--- src/hw/rtl/byte_ring_line_assembler_core_defines.svh ---
// assertion macros for the line assembler
`ifndef BYTE_RING_LINE_ASSEMBLER_CORE_DEFINES_SVH
`define BYTE_RING_LINE_ASSEMBLER_CORE_DEFINES_SVH
`define BRLA_ASSERT_IMPL(lbl, clk, rstn, a, c) \
  lbl: assert property (@(posedge clk) disable iff (!rstn) (a) |-> (c)) \
    else $error("assertion failed");
`define BRLA_ASSERT_NEXT(lbl, clk, rstn, a, c) \
  lbl: assert property (@(posedge clk) disable iff (!rstn) (a) |=> (c)) \
    else $error("assertion failed");
`endif

--- src/hw/rtl/brla_pkg.sv ---
// ----------------------------------------------------------------------------
// brla_pkg
// shared types and constants of the byte ring line assembler
// ----------------------------------------------------------------------------
package brla_pkg;
  localparam logic [1:0] OP_PUSH  = 2'd0;
  localparam logic [1:0] OP_PUMP  = 2'd1;
  localparam logic [1:0] OP_DEQ   = 2'd2;
  localparam logic [1:0] OP_CLEAR = 2'd3;
  localparam logic [7:0] CH_NEWLINE = 8'h0A;
  localparam logic [7:0] CH_RETURN  = 8'h0D;

  typedef enum logic [3:0] {
    ST_IDLE, ST_PUSH, ST_PUMP_RD, ST_PUMP_WAIT, ST_PUMP_DO,
    ST_DEQ_RD, ST_DEQ_WAIT, ST_DEQ_OUT, ST_DEQ_ONE, ST_CLEAR
  } state_t;

  typedef struct packed {
    logic push;
    logic clear;
    logic pump_rd;
    logic pump_do;
    logic deq_start;
    logic deq_rd;
    logic deq_emit;
    logic deq_one;
  } cmd_t;

  typedef struct packed {
    logic ring_empty;
    logic queue_full;
    logic queue_empty;
    logic line_zero;
    logic last_char;
  } stat_t;
endpackage

--- src/hw/rtl/brla_ctrl.sv ---
// ----------------------------------------------------------------------------
// brla_ctrl
// sequencer for push, pump, dequeue and clear
// ----------------------------------------------------------------------------
`include "byte_ring_line_assembler_core_defines.svh"
module brla_ctrl (
  input  logic            clk,
  input  logic            rst_n,
  input  logic            in_req,
  input  logic [1:0]      op,
  output logic            in_rdy,
  output logic            out_vld,
  input  logic            out_rdy,
  input  brla_pkg::stat_t stat,
  output brla_pkg::cmd_t  cmd,
  output logic            res_last
);
  brla_pkg::state_t st_r, st_nxt;
  logic ov_r, ov_nxt, lst_r, lst_nxt;
  logic hs;
  assign hs = in_req && in_rdy;
  assign in_rdy = (st_r == brla_pkg::ST_IDLE) && !ov_r;

  always_comb begin
    st_nxt = st_r;
    case (st_r)
      brla_pkg::ST_IDLE:
        if (hs) begin
          case (op)
            brla_pkg::OP_PUSH: st_nxt = brla_pkg::ST_IDLE;
            brla_pkg::OP_PUMP: st_nxt = brla_pkg::ST_PUMP_RD;
            brla_pkg::OP_DEQ:  st_nxt = (stat.queue_empty || stat.line_zero) ?
                                        brla_pkg::ST_DEQ_ONE : brla_pkg::ST_DEQ_RD;
            default:           st_nxt = brla_pkg::ST_IDLE;
          endcase
        end
      brla_pkg::ST_PUMP_RD:
        st_nxt = (stat.ring_empty || stat.queue_full) ? brla_pkg::ST_IDLE
                                                      : brla_pkg::ST_PUMP_WAIT;
      brla_pkg::ST_PUMP_WAIT: st_nxt = brla_pkg::ST_PUMP_DO;
      brla_pkg::ST_PUMP_DO:   st_nxt = brla_pkg::ST_PUMP_RD;
      // next character is read only once the output register is free
      brla_pkg::ST_DEQ_RD:
        if (!ov_r || out_rdy) st_nxt = brla_pkg::ST_DEQ_WAIT;
      brla_pkg::ST_DEQ_WAIT:  st_nxt = brla_pkg::ST_DEQ_OUT;
      brla_pkg::ST_DEQ_OUT:
        st_nxt = stat.last_char ? brla_pkg::ST_IDLE : brla_pkg::ST_DEQ_RD;
      brla_pkg::ST_DEQ_ONE:   st_nxt = brla_pkg::ST_IDLE;
      default:                st_nxt = brla_pkg::ST_IDLE;
    endcase
  end

  always_comb begin
    cmd = '0;
    ov_nxt = ov_r && !out_rdy;
    lst_nxt = lst_r;
    case (st_r)
      brla_pkg::ST_IDLE: begin
        cmd.push = hs && (op == brla_pkg::OP_PUSH);
        cmd.clear = hs && (op == brla_pkg::OP_CLEAR);
        if (hs && op == brla_pkg::OP_DEQ) begin
          cmd.deq_one = 1'b1; ov_nxt = stat.queue_empty || stat.line_zero;
          cmd.deq_start = !stat.queue_empty;
        end
      end
      // ram output holds the byte at the old pointer in the next cycle
      brla_pkg::ST_PUMP_WAIT: cmd.pump_rd = 1'b1;
      brla_pkg::ST_PUMP_DO: cmd.pump_do = 1'b1;
      brla_pkg::ST_DEQ_RD: lst_nxt = 1'b0;
      brla_pkg::ST_DEQ_WAIT: cmd.deq_rd = 1'b1;
      brla_pkg::ST_DEQ_OUT: begin
        cmd.deq_emit = 1'b1; ov_nxt = 1'b1; lst_nxt = stat.last_char;
      end
      default: cmd = '0;
    endcase
  end

  always_ff @(posedge clk) begin
    if (!rst_n) begin
      st_r <= brla_pkg::ST_IDLE; ov_r <= 1'b0; lst_r <= 1'b0;
    end else begin
      st_r <= st_nxt; ov_r <= ov_nxt; lst_r <= lst_nxt;
    end
  end
  assign out_vld = ov_r;
  assign res_last = lst_r;

  `BRLA_ASSERT_IMPL(a_no_in_while_out, clk, rst_n, out_vld, !in_rdy)
  `BRLA_ASSERT_IMPL(a_one_cmd, clk, rst_n, 1'b1, $onehot0({cmd.push, cmd.clear,
    cmd.pump_rd, cmd.pump_do, cmd.deq_rd, cmd.deq_emit}))
  `BRLA_ASSERT_NEXT(a_emit_shows, clk, rst_n, cmd.deq_emit, out_vld)
endmodule

--- config.mk ---
export PLATFORM = sky130hd
export DESIGN_NAME = brla_ctrl
export DESIGN_NICKNAME = d
export VERILOG_FILES = /design/src/hw/rtl/brla_pkg.sv /design/src/hw/rtl/brla_ctrl.sv
export VERILOG_INCLUDE_DIRS = /design/src /design/src/hw/rtl
export SDC_FILE = /design/constraint.sdc
export NUM_CORES = 1
export LEC_CHECK = 0
export ABC_AREA = 0
export BUFFER_PORTS_ARGS = -buffer_cell sky130_fd_sc_hd__buf_2
export CAP_MARGIN = 15
export CELL_PAD_IN_SITES_DETAIL_PLACEMENT = 1
export CELL_PAD_IN_SITES_GLOBAL_PLACEMENT = 1
export CORE_MARGIN = 2
export CORE_UTILIZATION = 30
export DETAILED_ROUTE_END_ITERATION = 8
export GPL_ROUTABILITY_DRIVEN = 1
export GPL_TIMING_DRIVEN = 1
export MAX_ROUTING_LAYER = met4
export PLACE_DENSITY_LB_ADDON = 0.3
export SYNTH_ARGS = -nofsm -noshare
export SYNTH_HDL_FRONTEND = slang
export SYNTH_SLANG_ARGS = --single-unit
--- constraint.sdc ---
create_clock -name clk -period 1.5 [get_ports clk]
set_input_delay 0.3 -clock clk [delete_from_list [all_inputs] [get_ports clk]]
set_output_delay 0.3 -clock clk [all_outputs]
set_load 0.005 [all_outputs]
==> metrics.txt <==
Slew @ Worst Pin 0.399 ns; Clock Sinks 6; largest net degree at the start of global routing 8; post-synth top area share 25.5%; clk root buf clkbuf_4; Worst Setup End Kind output port; number of max-slew violations in the final report 0; Syn Inst Count 56; layout cells sized above 1 71.9%; CTS tree done; Clock transition at path regs 0.05 ns; H-tree Lvls 1; Syn Area/Cell 8.42 um^2; Hold Path Class primary input to flip-flop; worst setup margin -0.123 ns; multi-input combinational cell area 372 um^2; die area 1910 um^2; Pre-antenna DRT Iters 4; Ys Warns 0; Ant. Diodes 0; Via Count 591; Slew HR 73.0%; Tot Pwr 0.460 mW; Period Utilization, post-route 108%; slowest stage delay, CP 0.36 ns; WP data arrival 1.32 ns; post-route ant nets 0; critical path's slowest cell dfxtp_4; initial antenna violation count 0; MaxCap Viol Count 0; most common cell in the netlist nor2_1; vias in the first global route 597; Final Util 55.3%; Post-synth top flop dfxtp_1; CP max FO 4; Die Wd 43.7 um; synth unique cells 33; Post-synth top cells 7 x nor2_1, 6 x dfxtp_1, 5 x nand2_1; IO Port Bufs 21; Core ar. 1490 um^2; register area share after synthesis 25.5%; number of flops mapped to enable cells by yosys 0; Peak Freq 0.616 GHz; CP Data Required Time 1.20 ns; Clock Skew 0.00476 ns; FILL cells 191; Startpoint Class flip-flop; register area 135 um^2; outcome finished with violations; DP HPWL 1160 um; Power Dens Cells 558 nW/um^2; placed instance area 617 um^2; fin area 823 um^2; drt drc 0; Peak VDD IR 0.000270 V; initial DRC count 7; drt wl/cell 16.0 um; total wire length 1790 um; Rows 14; Synth area leaders dfxtp_1 25%, nor2_1 5.6%, and4bb_2 5.3%; Fin. Hold Viols 0; setup TNS -0.263 ns; fin nets 109; Clk Latency, worst-skew pair 0.25 ns; Synth Cell Area 472 um^2; Synth Net Count 67; IO Count 22; CTS Buf Count 3; clk buf depth 2; Setup WS pre-CTS 0.0361 ns; GPL Wtd Cong 0.823; failing checks setup timing; P_leak 0.370 nW; Die Height 43.7 um; Vias/cell 5.28; grt ovf 0; Synth Register Bits 6; Finish-stage setup viols 4; Critical Path, Cell by Cell nor4_4, nand2_2, nor3_2, buf_2; CP Class flip-flop to output port; GRT Util Overall 20.9%; leading area contributor after synthesis dfxtp_1; Tmin final 1.62 ns; first-pass GRT wire length 2680 um; Synth-to-Final Area Change 74.5%; initial cell density of the core 31.7%; RSZ-0062 raised after global routing yes; share of flip-flops with an asynchronous set or reset 0%
## worst paths after layout
path,start,endpoint,slack [ns],cells past startpoint
worst max-delay path,st_r[3],cmd[3],-0.12,4
worst max register to register,st_r[2],out_vld,0.04,7
worst min-delay path,rst_n,res_last,0.34,2
worst min register to register,res_last,res_last,0.48,2
## kinds of logic after synthesis
group | Yosys count | synth area share (%)
AOI/OAI and AO/OA | 13 | 22.6
buffers and inverters | 5 | 7.69
DFF | 6 | 25.5
and+or+nand+nor | 32 | 44.3
## worst max-delay path: cells and delay by family, from the launching register on
kind	cells	cell delay (ns)
flops	1	0.36
buf+inv	1	0.13
simple gates	3	0.58
## what timing repair did
item	CTS	global route
endpoints found under the setup margin	9	9
hold buffers	0	0
setup buffers	8	5
pin swaps	6	7
resized for setup	18	7
## placed cells by master (no fill, tap or decap), drive strengths merged
master  synthesis  final
nor4bb          1      1
inv             1      1
clkbuf          0      3
buf             4     41
nor3b           1      1
and4b           1      1
a31oi           1      1
o21ai           3      3
or4             1      1
nor2b           1      1
a211oi          1      1
a21oi           2      2
and2b           1      1
nor3            3      3
a21boi          2      2
nand2b          1      1
o311ai          1      1
nand2           5      5
o21bai          1      1
nor4b           1      1
nor2            7      7
a211o           1      1
nand3           2      2
or3             1      1
and4bb          2      2
dfxtp           6      6
o31ai           1      1
nor4            2      2
and4            1      1
or3b            1      1
## power by group
| part | switching [mW] | internal, mW |
|---|---|---|
| Sequential | 0.00742 | 0.159 |
| Combinational | 0.0595 | 0.0695 |
| Clock | 0.0732 | 0.0916 |
| Total | 0.140 | 0.320 |
## layer usage
layer  vias up  global-route usage (%)  share of wire [%]
met5         -                       -                  0
met4         0                    12.7                1.5
met3         2                    2.50                4.1
met2        20                    37.4                 53
met1       277                    21.4                 41
li1        292                       -                  -
## final cells by class
class / count / area share (%)
Sequential cell: 6 / 16.4
Tap cell: 16 / 2.43
Multi-Input combinational cell: 45 / 45.1
Clock buffer: 3 / 2.74
Inverter: 1 / 0.456
Timing Repair Buffer: 41 / 32.8
## through the flow
step / cells / hold slack, ns
floorplan: 56 / 0.421
global placement: 96 / 0.466
detailed placement: 96 / 0.475
CTS: 107 / 0.326
global route: 112 / 0.342
finish: 112 / 0.338
## flip-flops by register name, indices dropped and copies added (netlist names)
name and cells:
st_r 4, res_last 1, out_vld 1
(Power assumes the default switching activity.)
